**src/hw/rtl/oktt_pkg.sv**
```systemverilog
// Shared types and constants for the ordered keyed table with expiry.
package oktt_pkg;

   localparam int KEY_BITS = 64;
   localparam int AGE_BITS = 32;
   localparam int CNT_BITS = 5;
   localparam int REG_BITS = 31;
   localparam int LIMIT_BITS = 5;
   localparam int STATUS_BITS = 2;

   localparam logic [2:0] OP_ADD = 3'd0;
   localparam logic [2:0] OP_TAKE_KEY = 3'd1;
   localparam logic [2:0] OP_GET_KEY = 3'd2;
   localparam logic [2:0] OP_CONTAINS = 3'd3;
   localparam logic [2:0] OP_PEEK = 3'd4;
   localparam logic [2:0] OP_TAKE_FIRST = 3'd5;
   localparam logic [2:0] OP_CLEAR = 3'd6;
   localparam logic [2:0] OP_TICK = 3'd7;

   localparam logic [1:0] ST_OK = 2'd0;
   localparam logic [1:0] ST_OVERFLOW = 2'd1;
   localparam logic [1:0] ST_MISS = 2'd2;

   localparam logic [1:0] CSR_LIMIT = 2'd0;
   localparam logic [1:0] CSR_TTL = 2'd1;
   localparam logic [1:0] CSR_INTERVAL = 2'd2;

   localparam logic [LIMIT_BITS-1:0] LIMIT_RESET = 5'd16;
   localparam logic [REG_BITS-1:0] TTL_RESET = 31'd60000;

   // Command broadcast from the controller to every cell.
   typedef struct packed {
      logic load;       // write the item into the tail cell, the first free slot
      logic age;        // advance ages
      logic shift;      // cells at or beyond a remove mark take their right neighbor
      logic sweep;      // remove expired cells, one per cycle, leftmost first
   } cell_cmd_type;

endpackage

```
**src/hw/rtl/oktt_cell.sv**
```systemverilog
// One table slot: holds an entry and takes its right neighbor when compacting.
module oktt_cell #(
   parameter int PAYLOAD_BITS = 32
) (
   input  logic                              clock,
   input  oktt_pkg::cell_cmd_type            cmd,
   input  logic                              is_tail,
   input  logic                              remove_here,
   input  logic                              remove_left,
   input  logic [oktt_pkg::KEY_BITS-1:0]     key_high_in,
   input  logic [oktt_pkg::KEY_BITS-1:0]     key_low_in,
   input  logic [PAYLOAD_BITS-1:0]           payload_in,
   input  logic [oktt_pkg::KEY_BITS-1:0]     nb_key_high,
   input  logic [oktt_pkg::KEY_BITS-1:0]     nb_key_low,
   input  logic [PAYLOAD_BITS-1:0]           nb_payload,
   input  logic [oktt_pkg::AGE_BITS-1:0]     nb_age,
   input  logic [oktt_pkg::REG_BITS-1:0]     ttl,
   output logic [oktt_pkg::KEY_BITS-1:0]     key_high_ff,
   output logic [oktt_pkg::KEY_BITS-1:0]     key_low_ff,
   output logic [PAYLOAD_BITS-1:0]           payload_ff,
   output logic [oktt_pkg::AGE_BITS-1:0]     age_ff,
   output logic                              match,
   output logic                              expired
);
   import oktt_pkg::*;

   assign match = (key_high_ff == key_high_in) && (key_low_ff == key_low_in);
   assign expired = age_ff >= {1'b0, ttl};

   // remove_left means a cell to the left is removed, remove_here that this one is: take the neighbor.
   always_ff @(posedge clock) begin
      if (cmd.load && is_tail) begin
         key_high_ff <= key_high_in;
         key_low_ff <= key_low_in;
         payload_ff <= payload_in;
         age_ff <= '0;
      end else if (cmd.shift && (remove_here || remove_left)) begin
         key_high_ff <= nb_key_high;
         key_low_ff <= nb_key_low;
         payload_ff <= nb_payload;
         age_ff <= nb_age;
      end else if (cmd.age && (age_ff != {AGE_BITS{1'b1}})) begin
         age_ff <= age_ff + AGE_BITS'(1);
      end
   end

endmodule

```
**config.mk**
```make
export PLATFORM = sky130hd
export DESIGN_NAME = oktt_cell
export DESIGN_NICKNAME = d
export VERILOG_FILES = /design/src/hw/rtl/oktt_pkg.sv /design/src/hw/rtl/oktt_cell.sv
export SDC_FILE = /design/constraint.sdc
export NUM_CORES = 1
export LEC_CHECK = 0
export BUFFER_PORTS_ARGS = -buffer_cell sky130_fd_sc_hd__buf_2
export CORE_AREA = 2 2 228 230
export CTS_CLUSTER_SIZE = 16
export DETAILED_ROUTE_END_ITERATION = 8
export DIE_AREA = 0 0 230 232
export HOLD_SLACK_MARGIN = 0.08
export PLACE_DENSITY = 0.51
export SLEW_MARGIN = 20
export SYNTH_ARGS = -nofsm -noshare
export SYNTH_HDL_FRONTEND = slang
export SYNTH_SLANG_ARGS = --single-unit
```
**constraint.sdc**
```tcl
create_clock -name clock -period 4.2 [get_ports clock]
set_input_delay 0.21 -clock clock [delete_from_list [all_inputs] [get_ports clock]]
set_output_delay 0.21 -clock clock [all_outputs]
set_load 0.02 [all_outputs]
```
== Yosys cells after proc, flatten, opt, wreduce, memory -nomap -nowiden ==
Index checks and enable logic that the tools add are counted.
Storage, ports and cells
  bits of input ports: 391
  output and inout port bits: 194
  word-level logic and storage cells: 24
  bits in registers: 192
Cells by class
  add/sub/neg operators: 1
  mux-type cells: 8
  eq/ne operators: 3
  reductions and logical operators: 7
  order comparisons: 1
Operators with widths (count)
  $mux W64: 4
  $eq A64 B64 Y1: 2
  $mux W32: 4
  $add A32 B1 Y32 const B: 1
  $ge A32 B31 Y1: 1
  $ne A32 B32 Y1 const B: 1
  $logic_and A1 B1 Y1: 4
  $reduce_bool A2 Y1: 2
  $logic_or A1 B1 Y1: 1

== Depth between registers and ports, before layout ==
  depth after elaboration: 4
  gate-level depth with buffers: 9
  mapped depth without buffers: 7

== Least setup slack after synthesis ==
No wires, ideal clock.
  path type: input to register
  from: input port remove_left
  to: register age_ff[30] (netlist name)
  arrival: 4020 ps
  data required time: 3900 ps
  setup time: 300 ps
  path slack: -121 ps
  cell stages on the path: 4
  buffers on the path: 0
  cell sequence: o21a_1 nor2_1 inv_1 o21ai_0
On the way
  longest elaborated chain between the ends: 3
  elaborated cells between the ends (all ways): 4
  those cells by class: 1 x mux; 3 x reduce/logical
RTL lines
  start, declared: line oktt_cell.sv:9  | input logic remove_left,
  $logic_or A1 B1 Y1 (*): line oktt_cell.sv:37  | end else if (cmd.shift && (remove_here || remove_left)) begin
  $logic_and A1 B1 Y1 (*): line oktt_cell.sv:37
  $mux W32 or $reduce_bool A2 Y1 (tied branches)
  end signal, assigned: line oktt_cell.sv:41  | age_ff <= nb_age;
  end signal, assigned: line oktt_cell.sv:43  | age_ff <= age_ff + AGE_BITS'(1);
  end, declared: line oktt_cell.sv:21  | output logic [oktt_pkg::AGE_BITS-1:0] age_ff,
Every way passes the cells marked *; elsewhere a longest branch is shown, timed or not.
A chain may end at the register's enable or synchronous reset.

== Worst setup path after layout ==
  from: input port key_high_in[53] (netlist name)
  to: output port match
On the way
  longest elaborated chain between the ends: 2
RTL lines
  start, declared: line oktt_cell.sv:10  | input logic [oktt_pkg::KEY_BITS-1:0] key_high_in,
  $eq A64 B64 Y1: line oktt_cell.sv:27  | assign match = (key_high_ff == key_high_in) && (key_low_ff == key_low_in);
  $logic_and A1 B1 Y1: line oktt_cell.sv:27
  end, declared: line oktt_cell.sv:22  | output logic match,
Every way passes these cells.

==> results <==
- The floorplan step defined a die boundary enclosing 0.0534 mm2.
- The number of synthesized flops with an enable pin is 160.
- The worst-skew pair later-pin latency is 480 ps.
- In this run, synthesis produced a sequential element count of 192.
- The clock network power share is 0.283.
- Yosys printed 0 warnings.
- Counting the buffers created by CTS gives 17.
- The count of vias placed by the detailed router is 12300.
- The worst path required time is 3990 ps.
- In the detailed route, the total length drawn on met3 is 3.46 mm.
- The startpoint class of the critical path is an input pin.
- The number of global-route vias before repair came to 12500.
- The placer's final routability congestion estimate is 0.910.
- Summed over all failing endpoints, the final setup total negative slack is 0 ps.
- By count the netlist is led by 494 x nand2_1, 160 x edfxtp_1, 105 x xnor2_1.
- The reported leakage power is 8.60 nW.
- For this configuration, the core starts out at a cell density of 0.213.
- The run finished with clean final reports.
- The number of unique standard cell types used by synthesis is 55.
- The area share of the largest cell type after synthesis is 0.444.
- In the final layout, the share of cells above drive strength 1 is 0.299.
- The vertical die dimension is 232 um.
- Entering global routing, the biggest net connects 103 pins.
- In this run the clock root is driven by a clkbuf_16.
- The number of core rows is 83.
- The TritonCTS clock tree is built.
- The initial antenna violation count is 8.
- The tool flagged a number of max-cap violations equal to 0.
- The clock transition at the registers of the reported paths is 70 ps.
- The average instance in the mapped netlist occupies 9.03 um2.
- The number of setup buffers added after CTS is 0.
- After detailed routing, the average wire length per cell comes to 17.8 um.
- The final global-route overflow total is 0.
- The global-route total usage across every layer is 0.182.
- For this design the top-level I/O count stands at 585.
- Of all cell types, the one taking the most synthesized area is edfxtp_1.
- The setup slack on the worst flop-to-flop path is 1510 ps.
- By area the synthesized netlist is led by edfxtp_1 44%, nand2_1 17%, xnor2_1 8.5%.
- Summed over all layers, the routed wires come to 49.9 mm.
- The setup path with the least slack is of type in -> out.
- At the worst endpoint, the arrival time is 3000 ps.
- The share of total power dissipated in sequential elements is 0.416.
- Of the available clock period, the critical path in the final layout requires 0.764.
- STA classifies the critical path endpoint as an output port.
- Of the total power, combinational logic draws 0.301.
- The post-synth net total is 1622.
- The count of nets left with antenna violations once routing finished came out at 0.
- The count of cells along the worst hold path is 3.
- The number of H-tree levels is 4.
- The headroom to the max-slew limit is 0.429.
- The proportion of total power due to net switching is 0.326.
- The max-slew violation count is 0.
- The total DRC errors in the routed layout is 0.
- OpenSTA, run right after detailed placement, puts the worst setup slack at 1340 ps.
- The number of buffers inserted by port buffering is 583.
- The total power density per cell area is 328 mW/mm2.
- For the worst flop-to-flop path, the logic depth is 6.
- The sum of met2 wire segment lengths after detailed routing is 25.2 mm.
- The first global-routing pass estimated 73.0 mm of wire.
- The fraction of synthesis flops using an asynchronous set or reset pin is 0.
- IR analysis of the VDD net gives a maximum drop of 0.249 mV.
- In this run the horizontal extent of the chip is 230 um.
- The met1 layer wirelength in the final routing is 19.4 mm.
- The HPWL reported at the end of detailed placement is 37.8 mm.
- The final number of hold-violating endpoints came to 0.
- The deepest clock path buffer count is 2.
- The clock period minus final worst setup slack is 3210 ps.
- The final-report setup violation count is 0.
- The area growth from synthesis to layout is 72.3%.
- Of all nets on the critical path, the largest fanout is 2.
- The internal portion of the total power is 4.12 mW.
- The synthesized netlist cell count is 1199.
- Of the synthesized area, sequential elements account for 0.503.
- The most used flip-flop cell after synthesis is edfxtp_1.
- In the routed layout, each cell is associated on average with a via count of 4.38.
- For this run, the post-layout net count is 2535.
- The pre-antenna-repair detailed-routing pass consisted of 5 iterations.
- Timing would allow up to 312 MHz.
- The min-delay analysis places its worst path in the category in -> reg.
- Setup repair after global routing left no endpoint under its margin.
- The floorplan core area is 0.0509 mm2.
- The first routing iteration left 699 violations.
- The actual transition at the worst max-transition pin is 857 ps.
- The worst setup margin is 992 ps.
- The overall power consumption is 6.11 mW.
- The uppermost signal routing layer after detailed routing is met4.
- The library cell with the highest instance count after synthesis is nand2_1.
- Summed over all nets, the switching power comes to 1.99 mW.
- The clock sink count is 192.
- The final worst clock skew is 8.56 ps.
- The netlist area before placement is 0.0108 mm2.
==> power by group through the flow <==
stage	combinational, mW	sequential (mW)	clock (mW)
after floorplan	0.523	2.85	0
after global placement	1.52	2.57	0
after detailed placement	1.52	2.58	0
after CTS	1.85	2.54	1.81
after global routing	1.98	2.57	1.86
final	1.84	2.54	1.73
==> worst max-delay path: stages <==
cell and delay [ps]:
dlygate4sd3_1 550, buf_2 140, xnor2_1 210, nand4_1 270
nor4_1 600, nand4_1 410, nor4_1 350, buf_2 240
==> layer usage <==
layer  up-vias  global-route usage
met5         -                   0
met4         0              0.0889
met3        69              0.0444
met2       509               0.322
met1      5774               0.203
li1       5968                   -
==> flip-flops by register name (all words and copies together) (netlist names) <==
register,cells
key_high_ff,64
key_low_ff,64
age_ff,32
payload_ff,32
==> stage by stage <==
step	hold slack, ps	cell area (um2)	instances	utilization
final	160	18700	2812	0.367
after global placement	436	14500	2424	0.286
after global routing	144	18600	2811	0.366
after detailed placement	440	14500	2424	0.286
after floorplan	340	10800	1199	-
after CTS	81.0	18600	2804	0.366
==> what timing repair did <==
action                                 in CTS  in global routing
endpoints found under the hold margin     191                  0
hold buffers                              349                  0
setup endpoints to repair                   0                  0
gates resized for setup                     0                  0
==> kinds of logic (layout without fill, tap and decap cells) <==
kind of cell | Yosys count | after routing | share of synthesized area
adders and majority gates | 32 | 32 | 0.0370
buffers and inverters | 98 | 1023 | 0.0349
xor gates and xnor gates | 121 | 121 | 0.0979
DFF | 192 | 192 | 0.503
muxes | 3 | 3 | 0.00277
AOI/OAI and AO/OA | 133 | 133 | 0.0793
and+or+nand+nor | 620 | 620 | 0.245
other | 0 | 8 | 0
==> worst paths after layout <==
kind / start / to
worst max register to register: age_ff[1] / age_ff[18]
worst min-delay path: key_high_in[48] / key_high_ff[48]
worst min register to register: age_ff[13] / age_ff[13]
worst max-delay path: key_high_in[53] / match
==> cell usage in the layout, fill, tap and decap left out, drive strengths merged, types with 12 or more instances in the layout <==
cell type	instances
clkbuf	19
nor4	15
nor2	12
dlygate4sd3	349
ha	32
xnor2	105
nand4	40
dfxtp	32
buf	596
xor2	16
o21ai	49
edfxtp	160
a31oi	19
nand2	494
inv	49
==> final cells by class <==
cell class              count  area, um2
diodes                      8       20.0
clock inverters            12        159
fillers                  5244      32200
flip-flops and latches    192       5450
well taps                 680        851
repair buffers            945       6550
inverters                  47        180
multi-input cells         909       5020
clock buffers              19        433
Note: power is estimated with default switching activity, not from simulation.
